$ cat src/hw/rtl/wac_pkg.sv
// Shared types, constants and helpers for the weighted ancestor climb block.
package wac_pkg;

  localparam int MAX_NODES = 1024;
  localparam int LEVELS    = 10;

  localparam int NODE_W  = 10;
  localparam int DIST_W  = 32;
  localparam int BUDG_W  = 31;
  localparam int OP_W    = 2;
  localparam int CNT_CFG_W = 11;

  localparam int IDX_W   = (MAX_NODES > 2) ? $clog2(MAX_NODES) : 1;
  localparam int LVL_W   = (LEVELS > 1) ? $clog2(LEVELS) : 1;
  localparam int CNT_W   = $clog2(MAX_NODES + 1);
  localparam int LEFT_W  = 38;
  localparam int COST_W  = DIST_W + 1;

  localparam int DT_DEPTH = 1 << IDX_W;
  localparam int JT_DEPTH = LEVELS * (1 << IDX_W);
  localparam int JT_AW    = $clog2(JT_DEPTH);

  localparam logic [CNT_CFG_W-1:0] NODE_COUNT_RST = CNT_CFG_W'(1024);

  localparam logic [OP_W-1:0] OP_LOAD  = 2'd0;
  localparam logic [OP_W-1:0] OP_BUILD = 2'd1;
  localparam logic [OP_W-1:0] OP_QUERY = 2'd2;
  localparam logic [OP_W-1:0] OP_NONE  = 2'd3;

  typedef struct packed {
    logic [OP_W-1:0]   opcode;
    logic [NODE_W-1:0] node_id;
    logic [NODE_W-1:0] parent_id;
    logic [DIST_W-1:0] root_distance;
    logic [BUDG_W-1:0] budget;
  } wac_req_t;

  typedef struct packed {
    logic [NODE_W-1:0] ancestor_id;
    logic [OP_W-1:0]   done_kind;
  } wac_rsp_t;

  typedef enum logic [2:0] {
    ST_IDLE,
    ST_DISPATCH,
    ST_B_RDA,
    ST_B_RDB,
    ST_B_WR,
    ST_Q_LOAD,
    ST_Q_UP,
    ST_Q_CMP
  } wac_state_t;

  typedef struct packed {
    logic latch;
    logic ld_write;
    logic b_init;
    logic b_rd_a;
    logic b_rd_b;
    logic b_wr;
    logic q_init;
    logic q_load;
    logic q_up;
    logic q_cmp;
    logic finish;
  } wac_cmd_t;

  typedef struct packed {
    logic [OP_W-1:0] op;
    logic node_oor;
    logic b_skip;
    logic idx_last;
    logic lvl_top;
    logic lvl_zero;
  } wac_stat_t;

  function automatic logic [IDX_W-1:0] clamp_idx(input logic [IDX_W-1:0] v);
    return (32'(v) >= 32'(MAX_NODES)) ? '0 : v;
  endfunction

endpackage

$ cat src/hw/rtl/wac_ctrl.sv
// Controller state machine sequencing load, build and query requests.
module wac_ctrl (
  input  logic              clk,
  input  logic              rst_n,
  input  logic              start,
  output logic              busy,
  input  wac_pkg::wac_stat_t stat,
  output wac_pkg::wac_cmd_t  cmd
);

  wac_pkg::wac_state_t state_r, state_nxt;

  always_ff @(posedge clk) begin
    if (!rst_n) begin
      state_r <= wac_pkg::ST_IDLE;
    end else begin
      state_r <= state_nxt;
    end
  end

  always_comb begin
    state_nxt = state_r;
    unique case (state_r)
      wac_pkg::ST_IDLE: begin
        if (start) begin
          state_nxt = wac_pkg::ST_DISPATCH;
        end
      end
      wac_pkg::ST_DISPATCH: begin
        priority case (stat.op)
          wac_pkg::OP_BUILD: state_nxt = stat.b_skip ? wac_pkg::ST_IDLE : wac_pkg::ST_B_RDA;
          wac_pkg::OP_QUERY: state_nxt = stat.node_oor ? wac_pkg::ST_IDLE : wac_pkg::ST_Q_LOAD;
          default:           state_nxt = wac_pkg::ST_IDLE;
        endcase
      end
      wac_pkg::ST_B_RDA: state_nxt = wac_pkg::ST_B_RDB;
      wac_pkg::ST_B_RDB: state_nxt = wac_pkg::ST_B_WR;
      wac_pkg::ST_B_WR: begin
        state_nxt = (stat.idx_last && stat.lvl_top) ? wac_pkg::ST_IDLE : wac_pkg::ST_B_RDA;
      end
      wac_pkg::ST_Q_LOAD: state_nxt = wac_pkg::ST_Q_UP;
      wac_pkg::ST_Q_UP:   state_nxt = wac_pkg::ST_Q_CMP;
      wac_pkg::ST_Q_CMP: begin
        state_nxt = stat.lvl_zero ? wac_pkg::ST_IDLE : wac_pkg::ST_Q_UP;
      end
      default: state_nxt = wac_pkg::ST_IDLE;
    endcase
  end

  always_comb begin
    cmd  = '0;
    busy = 1'b1;
    unique case (state_r)
      wac_pkg::ST_IDLE: begin
        busy      = 1'b0;
        cmd.latch = start;
      end
      wac_pkg::ST_DISPATCH: begin
        priority case (stat.op)
          wac_pkg::OP_LOAD: begin
            cmd.ld_write = 1'b1;
            cmd.finish   = 1'b1;
          end
          wac_pkg::OP_BUILD: begin
            cmd.b_init = 1'b1;
            cmd.finish = stat.b_skip;
          end
          wac_pkg::OP_QUERY: begin
            cmd.q_init = 1'b1;
            cmd.finish = stat.node_oor;
          end
          default: cmd = '0;
        endcase
      end
      wac_pkg::ST_B_RDA: cmd.b_rd_a = 1'b1;
      wac_pkg::ST_B_RDB: cmd.b_rd_b = 1'b1;
      wac_pkg::ST_B_WR: begin
        cmd.b_wr   = 1'b1;
        cmd.finish = stat.idx_last && stat.lvl_top;
      end
      wac_pkg::ST_Q_LOAD: cmd.q_load = 1'b1;
      wac_pkg::ST_Q_UP:   cmd.q_up   = 1'b1;
      wac_pkg::ST_Q_CMP: begin
        cmd.q_cmp  = 1'b1;
        cmd.finish = stat.lvl_zero;
      end
      default: cmd = '0;
    endcase
  end

endmodule

$ cat config.mk
export PLATFORM = sky130hd
export DESIGN_NAME = wac_ctrl
export DESIGN_NICKNAME = d
export VERILOG_FILES = /design/src/hw/rtl/wac_pkg.sv /design/src/hw/rtl/wac_ctrl.sv
export SDC_FILE = /design/constraint.sdc
export NUM_CORES = 1
export LEC_CHECK = 0
export ABC_CLOCK_PERIOD_IN_PS = 1500
export BUFFER_PORTS_ARGS = -buffer_cell sky130_fd_sc_hd__buf_2
export CAP_MARGIN = 20
export CORE_AREA = 4 4 41 43
export DETAILED_ROUTE_END_ITERATION = 10
export DIE_AREA = 0 0 45 47
export GPL_TIMING_DRIVEN = 0
export MAX_ROUTING_LAYER = met4
export PLACE_DENSITY = 0.58
export SLEW_MARGIN = 20
export SYNTH_ARGS = -nofsm -noshare
export SYNTH_HDL_FRONTEND = slang
export SYNTH_SLANG_ARGS = --single-unit
$ cat constraint.sdc
create_clock -name clk -period 1.5 [get_ports clk]
set_input_delay 0.3 -clock clk [delete_from_list [all_inputs] [get_ports clk]]
set_output_delay 0.3 -clock clk [all_outputs]
set_load 0.02 [all_outputs]
==> key figures, run 1 <==
Outcome
  • Outcome: complete, but fails checks
  • Failing checks: negative setup slack

Critical path
  • Arrival time at the worst endpoint: approximately 1200 ps
  • Crit end category: primary output
  • Critical Path Start Type: register
  • WP data required: 1200 ps
  • CP max FO: 5
  • Setup Crit Path Kind: reg2out

Placement
  • Dpl hpwl: 757.3 um
  • RD Place Congestion: 0.7138
  • Port Buffers: 21
  • Post-Place Cells: 85

GRT
  • Total global routing overflow: 0
  • First-pass GRT wire length: 1635 um
  • Initial antenna violation count: 0
  • Largest net degree at the start of global routing: 11
  • Total track usage: 10.84%
  • Vias in the first global route: 416

Pwr
  • Worst VDD drop: 0.0003630 V
  • Leak: 0.3308 nW
  • Power density over the cells: 502.5 nW/um^2

Detailed routing
  • DR DRC count: 0
  • Wire length per cell after detailed routing: 11.53 um
  • Number of vias per cell: 4.632
  • Vias: 440
  • 1st-iter DRT viols: 3
  • DRT Pass-1 Iters: 2
  • Routed WL: 1095 um
  • Antenna Nets Post-Route: 0

STA
  • Fmax: 661.7 MHz
  • Hold_ws: roughly 320 ps
  • Fin. max-slew vios: 0
  • Setup violators final: 3
  • Final WS setup: -11.26 ps
  • Final hold vios: 0
  • Post-route minimum period: 1511 ps
  • Final clock period utilization by the worst path: 100.8%
  • RSZ-0062 raised after global routing: true
  • Clock skew: between 3 and 4 ps
  • Setup_tns: -30.40 ps
  • Max transition margin: 85.66%
  • Actual slew at the worst max-slew pin: 214.9 ps

Synthesis
  • Synth Instances: 49
  • Unique cell type count in the Yosys netlist: 25
  • Post-Syn Area: 375.4 um^2
  • Mapped Avg Cell Area: 7.660 um^2
  • Yosys Warn Count: 0
  • Synth Register Bits: 3
  • Sequential-to-total area share from yosys stat: 16.00%
  • Syn Nets: 63

Clock tree
  • Reg clk slew, reported paths: 40 ps
  • CTS Hold Bufs: 0
  • Clock sinks: 3
  • CTS Buffer Depth: 2
  • Worst skew pair latency: 230 ps
  • CTS root buf: clkbuf_4
  • CTS tree: built
  • H-Tree Depth: 1
  • TritonCTS Buffers: 3

Cells and area
  • # fillers: between 100 and 150
  • Share of cells above drive strength 1: 66.25%
  • Reg with most FFs: state_r
  • Register area: 68.82 um^2
  • Final #Nets: 95
  • Top Registers: state_r (3)
  • Footprint of the multi-input gates: roughly 340 um^2
  • Final Non-Filler Cells: 95
  • Max reg flops: 3
  • Area Growth Syn to Fin: 85.67%
  • Antenna diodes: 0

Job
  • Max-capacitance violation count: 0

Hold path
  • Worst min path class: in2reg

Floorplan
  • Core Area: 1301 um^2
  • Die Wd: 45 um
  • Row count: 13
  • Die Area: 2115 um^2
  • # IOs: 22
  • Initial Utilization: 28.85%
  • Die span in y: 47 um
-- placed cells by master (no fill, tap or decap) --
master,n
inv_1,1
a21o_1,1
and2_4,3
a41oi_2,1
nand3b_1,2
nand4b_1,1
o22ai_2,1
nor2_4,2
nor2_1,3
ha_4,1
o21ba_2,1
a221oi_4,1
dfxtp_4,2
inv_4,1
nor3b_4,1
buf_2,15
o22ai_1,1
nor3_1,1
ha_2,1
nand2b_1,1
dfxtp_2,1
a21oi_1,2
nand2_1,5
buf_4,6
o31a_1,1
nand3_1,2
clkbuf_4,3
clkbuf_1,1
or3_4,1
and3_1,2
nand3_2,1
inv_2,2
ha_1,2
o21ai_0,1
buf_6,9
-- cell usage after synthesis --
cell / count / area, um^2
o21ba_2: 1 / 10.01
o21ai_0: 1 / 5.000
nand2_1: 5 / 18.77
nor2_1: 5 / 18.77
a221oi_1: 1 / 8.760
and2_2: 3 / 22.52
ha_1: 4 / 50.05
nor3_1: 1 / 5.000
buf_2: 1 / 5.000
and3_1: 2 / 12.51
nor3b_4: 1 / 18.77
nand4b_1: 1 / 8.760
or3_1: 1 / 6.260
a41oi_2: 1 / 16.27
o22ai_1: 2 / 12.51
nand2b_1: 1 / 6.260
a21o_1: 1 / 7.510
a21oi_1: 2 / 10.01
inv_1: 4 / 15.01
buf_4: 1 / 7.510
o31a_1: 1 / 8.760
buf_6: 1 / 11.26
nand3b_1: 2 / 15.01
nand3_1: 3 / 15.01
dfxtp_1: 3 / 60.06
-- repair_timing --
action / in CTS / in global routing
buffers inserted: 3 / 3
gates resized for setup: 15 / 24
hold endpoints to repair: 0 / 0
setup endpoints to repair: 5 / 5
pin swaps: 2 / 9
-- area by class of cell --
cell class                 instances  share of cell area, %
multi-input combinational         39                  49.37
timing repair buffer              27                  26.93
sequential                         3                  9.874
buffer                             3                  4.847
clock buffer                       4                  3.770
tap                               15                  2.693
inverter                           4                  2.513
-- stage by stage --
stage                     instance area [um^2]  util (%)   power, W  setup slack (ps)
after floorplan                          375.4         -  0.0001393             52.57
after global placement                   499.2     38.37  0.0001691            -38.36
after detailed placement                 499.2     38.37  0.0001697            -36.86
after CTS                                589.3     45.29  0.0003221            -16.88
after global routing                     696.9     53.56  0.0003745            -57.65
final                                    696.9     53.56  0.0003502            -11.26
-- worst max-delay path, cell delays in order (launching register included) --
cell and delay (ps):
dfxtp_4 350, buf_6 120, nor3b_4 220, and2_4 180, buf_6 110
-- worst paths after layout --
path,slack [ps],start,end,depth (start not counted)
worst min-delay path,320,rst_n,state_r[2],3
worst min register to register,640,state_r[1],state_r[1],2
worst max-delay path,-10,state_r[1],cmd[9],4
worst max register to register,250,state_r[1],state_r[1],5
-- layer usage --
metal | GRT usage, % | vias up | share of wire (%)
li1 | - | 233 | -
met1 | 13.15 | 195 | 42
met2 | 17.51 | 12 | 51
met3 | 1.533 | 0 | 6.2
met4 | 5.263 | 0 | 0
met5 | - | - | 0
-- kinds of logic after synthesis --
| family | Yosys count | synth area share [%] |
|---|---|---|
| flops | 3 | 16.00 |
| buf+inv | 7 | 10.33 |
| compound gates | 10 | 21.00 |
| fa+ha+maj | 4 | 13.33 |
| simple gates | 25 | 39.33 |
-- power by group --
group | switching [W] | leakage, nW | internal, W
Sequential | 0.00000423 | 0.0263 | 0.0000810
Combinational | 0.0000592 | 0.289 | 0.0000683
Clock | 0.0000381 | 0.0150 | 0.0000995
(Power assumes the default switching activity.)
==> run 2: changes to the inputs <==
--- a/config.mk
+++ b/config.mk
@@ -5,7 +5,7 @@
 export SDC_FILE = /design/constraint.sdc
 export NUM_CORES = 1
 export LEC_CHECK = 0
-export ABC_CLOCK_PERIOD_IN_PS = 1500
+export ABC_CLOCK_PERIOD_IN_PS = 1600
 export BUFFER_PORTS_ARGS = -buffer_cell sky130_fd_sc_hd__buf_2
 export CAP_MARGIN = 20
 export CORE_AREA = 4 4 41 43
==> constraint.sdc (replaced) <==
create_clock -name clk -period 1.6 [get_ports clk]
set_input_delay 0.32 -clock clk [delete_from_list [all_inputs] [get_ports clk]]
set_output_delay 0.32 -clock clk [all_outputs]
set_load 0.005 [all_outputs]
==> run 2 against run 1 <==
Net effect: the run now ends clean; non-clock buffer count is 6 lower; critical path depth stayed put; largest power group unchanged; hold slack better by 25 ps; register-to-register slack better by 230 ps; first-iteration DRC count is 33% higher; power is 20% lower; sequential share of layout area is 1.9 points higher; clock power is 9% lower; critical endpoint unchanged.
==> key figures, run 2 (synthesized netlist as in run 1, its figures left out) <==
Outcome
  • Outcome: completed

Critical path
  • Crit path to: cmd[9]
  • CP max FO: 10 (+5)
  • Slowest stage delay, CP: 310 ps (-40 ps)
  • Slowest cell on crit path: dfxtp_1
  • Critical Path Start Type: register
  • Worst-case reg-to-reg path depth: 4 (-1)
  • Arrival time at the worst endpoint: 1190 ps (-20 ps)
  • WP buf/inv: 2 (unchanged)
  • Setup Crit Path Kind: reg2out
  • Critical path startpoint: state_r[2]
  • R2r endpoint: state_r[1]
  • Crit path depth: 4 (unchanged)
  • R2r setup slk: 480 ps (+230 ps)
  • WP data required: 1280 ps (+80 ps)
  • Worst path cell trace: buf_6 > nor3b_4 > and2_2 > buf_2
  • Crit end category: primary output
  • Reg2Reg Launch Point: state_r[2]
  • Top delay family on crit path: simple AND/OR/NAND/NOR gates

Floorplan
  • # IOs: 22 (unchanged)
  • Row count: 13 (unchanged)
  • Die Area: 2115 um^2 (unchanged)
  • Core Area: 1301 um^2 (unchanged)
  • Initial Utilization: 28.85% (unchanged)
  • Die span in y: 47 um (unchanged)
  • Die Wd: 45 um (unchanged)

STA
  • Setup_tns: 0 ps (+30.40 ps)
  • Clock skew: 0.9546 ps (-2.423 ps)
  • Hold_ws: 340.6 ps (+25.24 ps)
  • Setup violators final: 0 (-3)
  • Final clock period utilization by the worst path: between 90% and 100%
  • Final hold vios: 0 (unchanged)
  • Fin. max-slew vios: 0 (unchanged)
  • Post-route minimum period: between 1500 and 2000 ps
  • RSZ-0062 raised after global routing: false
  • Actual slew at the worst max-slew pin: 210.6 ps (-4.349 ps)
  • Fmax: 660.5 MHz
  • Max transition margin: 85.95% (+0.29 points)

Clock tree
  • CTS root buf: clkbuf_4
  • Setup bufs post-CTS: 0 (-3)
  • Clock sinks: 3 (unchanged)
  • TritonCTS Buffers: 3 (unchanged)
  • H-Tree Depth: 1 (unchanged)
  • Worst skew pair latency: 220 ps (about the same)
  • CTS Buffer Depth: 2 (unchanged)
  • CTS tree: built
  • Post-cts gate resize count: 2 (-13)
  • Reg clk slew, reported paths: 30 ps (about the same)
  • CTS Hold Bufs: 0 (unchanged)

Cells and area
  • Final #Nets: 89 (-6.3%)
  • Max reg flops: 3 (unchanged)
  • Post-route cell area: 551.8 um^2 (-21%)
  • Commonest non-fill, non-tap cell in the layout: buf_2
  • Antenna diodes: 0 (unchanged)
  • Top Registers: state_r (3)
  • Area Growth Syn to Fin: 47.00%
  • Commonest cells after routing, fill and taps aside: buf_2 (21), nor2_1 (5), nand2_1 (5), inv_1 (4), ha_1 (4)
  • Share of cells above drive strength 1: 50.00% (-16 points)
  • Final Non-Filler Cells: 89 (-6.3%)
  • Reg with most FFs: state_r

GRT
  • Initial antenna violation count: 0 (unchanged)
  • First-pass GRT wire length: 1462 um (-11%)
  • Total track usage: 9.780% (-1.1 points)
  • Largest net degree at the start of global routing: 11 (unchanged)
  • Total global routing overflow: 0 (unchanged)
  • Vias in the first global route: 383 (-7.9%)

Placement
  • Cell Area, Placed: 499.2 um^2 (unchanged)
  • Dpl hpwl: 757.3 um (unchanged)
  • Port Buffers: 21 (unchanged)
  • RD Place Congestion: 0.7138 (unchanged)
  • Post-Place Cells: 85 (unchanged)

Detailed routing
  • DRT Pass-1 Iters: 4 (+2)
  • Number of vias per cell: 4.640 (+0.19%)
  • Antenna Nets Post-Route: 0 (unchanged)
  • DR DRC count: 0 (unchanged)
  • Routed WL: 925 um (-16%)
  • 1st-iter DRT viols: 4 (+1)
  • Wire length per cell after detailed routing: 10.39 um (-9.8%)
  • Vias: 413 (-6.1%)

Job
  • Max-capacitance violation count: 0 (unchanged)

Pwr
  • Power density over the cells: 507.1 nW/um^2 (+0.90%)
  • Worst VDD drop: 0.0003235 V (-11%)
  • Leak: 0.2848 nW (-14%)
  • Design Power: 0.0002798 W (-20%)

Hold path
  • Worst min path class: in2reg
  • Min-delay src: rst_n
## run 2: changes by cell type in the layout (fill, tap and decap cells not counted), sizes merged
cell and change:
buf -6
## run 2: how the worst min path moves through the flow
| stage | endpoint | slack [ps] | depth (start not counted) |
|---|---|---|---|
| 2_1_floorplan | state_r[2] | 440 | 2 |
| 3_3_place_gp | state_r[2] | 570 | 3 |
| 3_5_place_dp | state_r[2] | 580 | 3 |
| 4_1_cts | state_r[2] | 340 | 3 |
| 5_1_grt | state_r[1] | 380 | 3 |
| 6_report | state_r[2] | 340 | 3 |
## run 2: stage by stage
stage | setup WS (ps) | utilization, %
floorplan | 360.9 | -
global placement | 53.27 | 38.37
detailed placement | 55.25 | 38.37
CTS | 10.17 | 40.67
global route | 2.711 | 42.40
finish | 85.88 | 42.40
## run 2: routing by layer
layer | vias up | track usage (%) | wire length, um
li1 | 222 | - | -
met1 | 179 | 12.02 | 427
met2 | 12 | 15.25 | 433
met3 | 0 | 1.533 | 64
met4 | 0 | 5.263 | 0
met5 | - | - | 0
## run 2: worst min-delay path, cell delays in order
cell,delay [ps]
buf_2,110
nand2_1,50
a21oi_1,40
## run 2: final cells by class
cell class	instances	area, um^2
fillers	163	749.5
multi-input cells	39	287.8
repair buffers	21	105.1
flip-flops and latches	3	65.06
plain buffers	3	33.78
clock buffers	4	26.28
well taps	15	18.77
inverters	4	15.01
## run 2: power by group
part | leakage [nW] | switching [W] | total [W] | internal, W
logic | 0.244 | 0.0000327 | 0.0000738 | 0.0000411
clock network | 0.0150 | 0.0000326 | 0.000126 | 0.0000930
registers | 0.0255 | 0.00000383 | 0.0000804 | 0.0000766
==> run 3: changes to the inputs <==
--- a/config.mk
+++ b/config.mk
@@ -13,7 +13,6 @@
 export DIE_AREA = 0 0 45 47
 export GPL_TIMING_DRIVEN = 0
 export MAX_ROUTING_LAYER = met4
-export PLACE_DENSITY = 0.58
 export SLEW_MARGIN = 20
 export SYNTH_ARGS = -nofsm -noshare
 export SYNTH_HDL_FRONTEND = slang
==> run 3 against run 2 <==
Net effect: power rose by 1.0%; flip-flop and latch count did not move; sequential share of layout area up 0.11 points; via count increased by 2.9%; wire length grew 6.6%; first-iteration DRC count rose by 25%; die area is the same; sequential power barely moved; clock-buffer cell count did not move; critical endpoint is now cmd[10].
==> key figures, run 3 (synthesized netlist as in run 1, its figures left out) <==
Outcome
  • Outcome: completed

STA
  • RSZ-0062 raised after global routing: false
  • Fin. max-slew vios: 0 (unchanged)
  • Final clock period utilization by the worst path: 94.88% (+0.25 points)
  • Hold_ws: 344.2 ps (+3.675 ps)
  • Final hold vios: 0 (unchanged)
  • Post-route minimum period: 1518 ps (+3.944 ps)
  • Actual slew at the worst max-slew pin: 230.5 ps (+19.96 ps)
  • Clock skew: 2.161 ps (+1.207 ps)
  • Setup violators final: 0 (unchanged)
  • Setup_tns: 0 ps (unchanged)
  • Max transition margin: 84.61% (-1.3 points)
  • Fmax: 658.7 MHz (-0.26%)

Clock tree
  • Worst skew pair latency: 230 ps (about the same)
  • CTS root buf: clkbuf_4
  • CTS tree: built
  • Clock sinks: 3 (unchanged)
  • Setup bufs post-CTS: 0 (unchanged)
  • CTS Buffer Depth: 2 (unchanged)
  • Reg clk slew, reported paths: 40 ps (about the same)
  • H-Tree Depth: 1 (unchanged)
  • CTS Hold Bufs: 0 (unchanged)
  • TritonCTS Buffers: 3 (unchanged)

Pwr
  • Worst VDD drop: 0.0002588 V (-20%)
  • Leak: 0.2858 nW (+0.37%)
  • Power density over the cells: 516.9 nW/um^2 (+1.9%)

GRT
  • Vias in the first global route: 400 (+4.4%)
  • First-pass GRT wire length: 1573 um (+7.6%)
  • Total global routing overflow: 0 (unchanged)
  • Total track usage: 10.42% (+0.64 points)
  • Largest net degree at the start of global routing: 11 (unchanged)
  • Initial antenna violation count: 0 (unchanged)

Cells and area
  • Final #Nets: 89 (unchanged)
  • Commonest cells after routing, fill and taps aside: buf_2 (21), nor2_1 (5), nand2_1 (5), inv_1 (4), ha_1 (4)
  • Reg with most FFs: state_r
  • Share of cells above drive strength 1: 48.65% (-1.4 points)
  • Final Non-Filler Cells: 89 (unchanged)
  • Max reg flops: 3 (unchanged)
  • Area Growth Syn to Fin: 45.67%
  • Commonest non-fill, non-tap cell in the layout: buf_2
  • Antenna diodes: 0 (unchanged)
  • Post-route cell area: 546.8 um^2 (-0.91%)
  • Top Registers: state_r (3)

Job
  • Max-capacitance violation count: 0 (unchanged)

Placement
  • RD Place Congestion: 0.7684 (+7.6%)
  • Port Buffers: 21 (unchanged)
  • Post-Place Cells: 85 (unchanged)
  • Dpl hpwl: 787.2 um (+3.9%)
  • Cell Area, Placed: 499.2 um^2 (unchanged)

Critical path
  • WP buf/inv: 1 (-1)
  • Setup Crit Path Kind: reg2out
  • Crit end category: primary output
  • WP data required: 1280 ps (about the same)
  • CP max FO: 6 (-4)
  • Arrival time at the worst endpoint: 1200 ps (about the same)
  • Slowest cell on crit path: or3_1
  • Worst path cell trace: or3_1 > nor2_1 > buf_2
  • Slowest stage delay, CP: 420 ps (+110 ps)
  • Critical Path Start Type: register
  • Top delay family on crit path: simple AND/OR/NAND/NOR gates

Floorplan
  • # IOs: 22 (unchanged)
  • Die Wd: 45 um (unchanged)
  • Core Area: 1301 um^2 (unchanged)
  • Row count: 13 (unchanged)
  • Die span in y: 47 um (unchanged)
  • Die Area: 2115 um^2 (unchanged)
  • Initial Utilization: 28.85% (unchanged)

Detailed routing
  • Number of vias per cell: 4.775 (+2.9%)
  • Wire length per cell after detailed routing: 11.08 um (+6.6%)
  • 1st-iter DRT viols: 5 (+1)
  • Vias: 425 (+2.9%)
  • Routed WL: 986 um (+6.6%)
  • DRT Pass-1 Iters: 4 (unchanged)
  • Antenna Nets Post-Route: 0 (unchanged)
  • DR DRC count: 0 (unchanged)

Hold path
  • Worst min path class: in2reg
==> run 3: cell counts in the layout (fill, tap and decap cells not counted) <==
No cell type changed its count.
==> run 3: power by group <==
part	internal [W]	switching [W]
combinational	0.0000394	0.0000338
sequential	0.0000765	0.00000367
clock	0.0000932	0.0000360
total	0.000209	0.0000734
==> run 3: worst paths after layout <==
| path | startpoint | to | slack [ps] | cells after the start |
|---|---|---|---|---|
| setup / recovery | state_r[0] | cmd[10] | 80 | 3 |
| setup reg to reg | state_r[2] | state_r[1] | 500 | 4 |
| hold reg to reg | state_r[0] | state_r[0] | 620 | 2 |
| hold / removal | rst_n | state_r[1] | 340 | 3 |
==> run 3: cell type report <==
type	count	area, um^2
fillers	151	754.5
multi-input cells	39	282.8
repair buffers	21	105.1
flip-flops and latches	3	65.06
plain buffers	3	33.78
clock buffers	4	26.28
well taps	15	18.77
inverters	4	15.01
==> run 3: worst min-delay path, stage by stage <==
cell and delay (ps):
buf_2 110, nand2_1 70, a41oi_2 30
==> run 3: stage by stage <==
stage	total power (W)	utilization, %	worst slack (ps)
4_1_cts	0.0002882	40.67	5.429
2_1_floorplan	0.0001209	-	360.9
3_3_place_gp	0.0001488	38.37	71.66
3_5_place_dp	0.0001505	38.37	65.27
5_1_grt	0.0003066	42.02	7.415
6_report	0.0002826	42.02	81.94
==> run 3: metal layers <==
layer | up-vias | track usage, % | wire, um
met2 | 14 | 15.82 | 465
met3 | 0 | 1.149 | 83
met1 | 188 | 12.90 | 437
met5 | - | - | 0
met4 | 0 | 7.018 | 0
li1 | 223 | - | -
==> run 3: timing repair <==
action	in CTS	in global routing
resized for setup	2	5
pin swaps	0	1
setup endpoints to repair	1	4
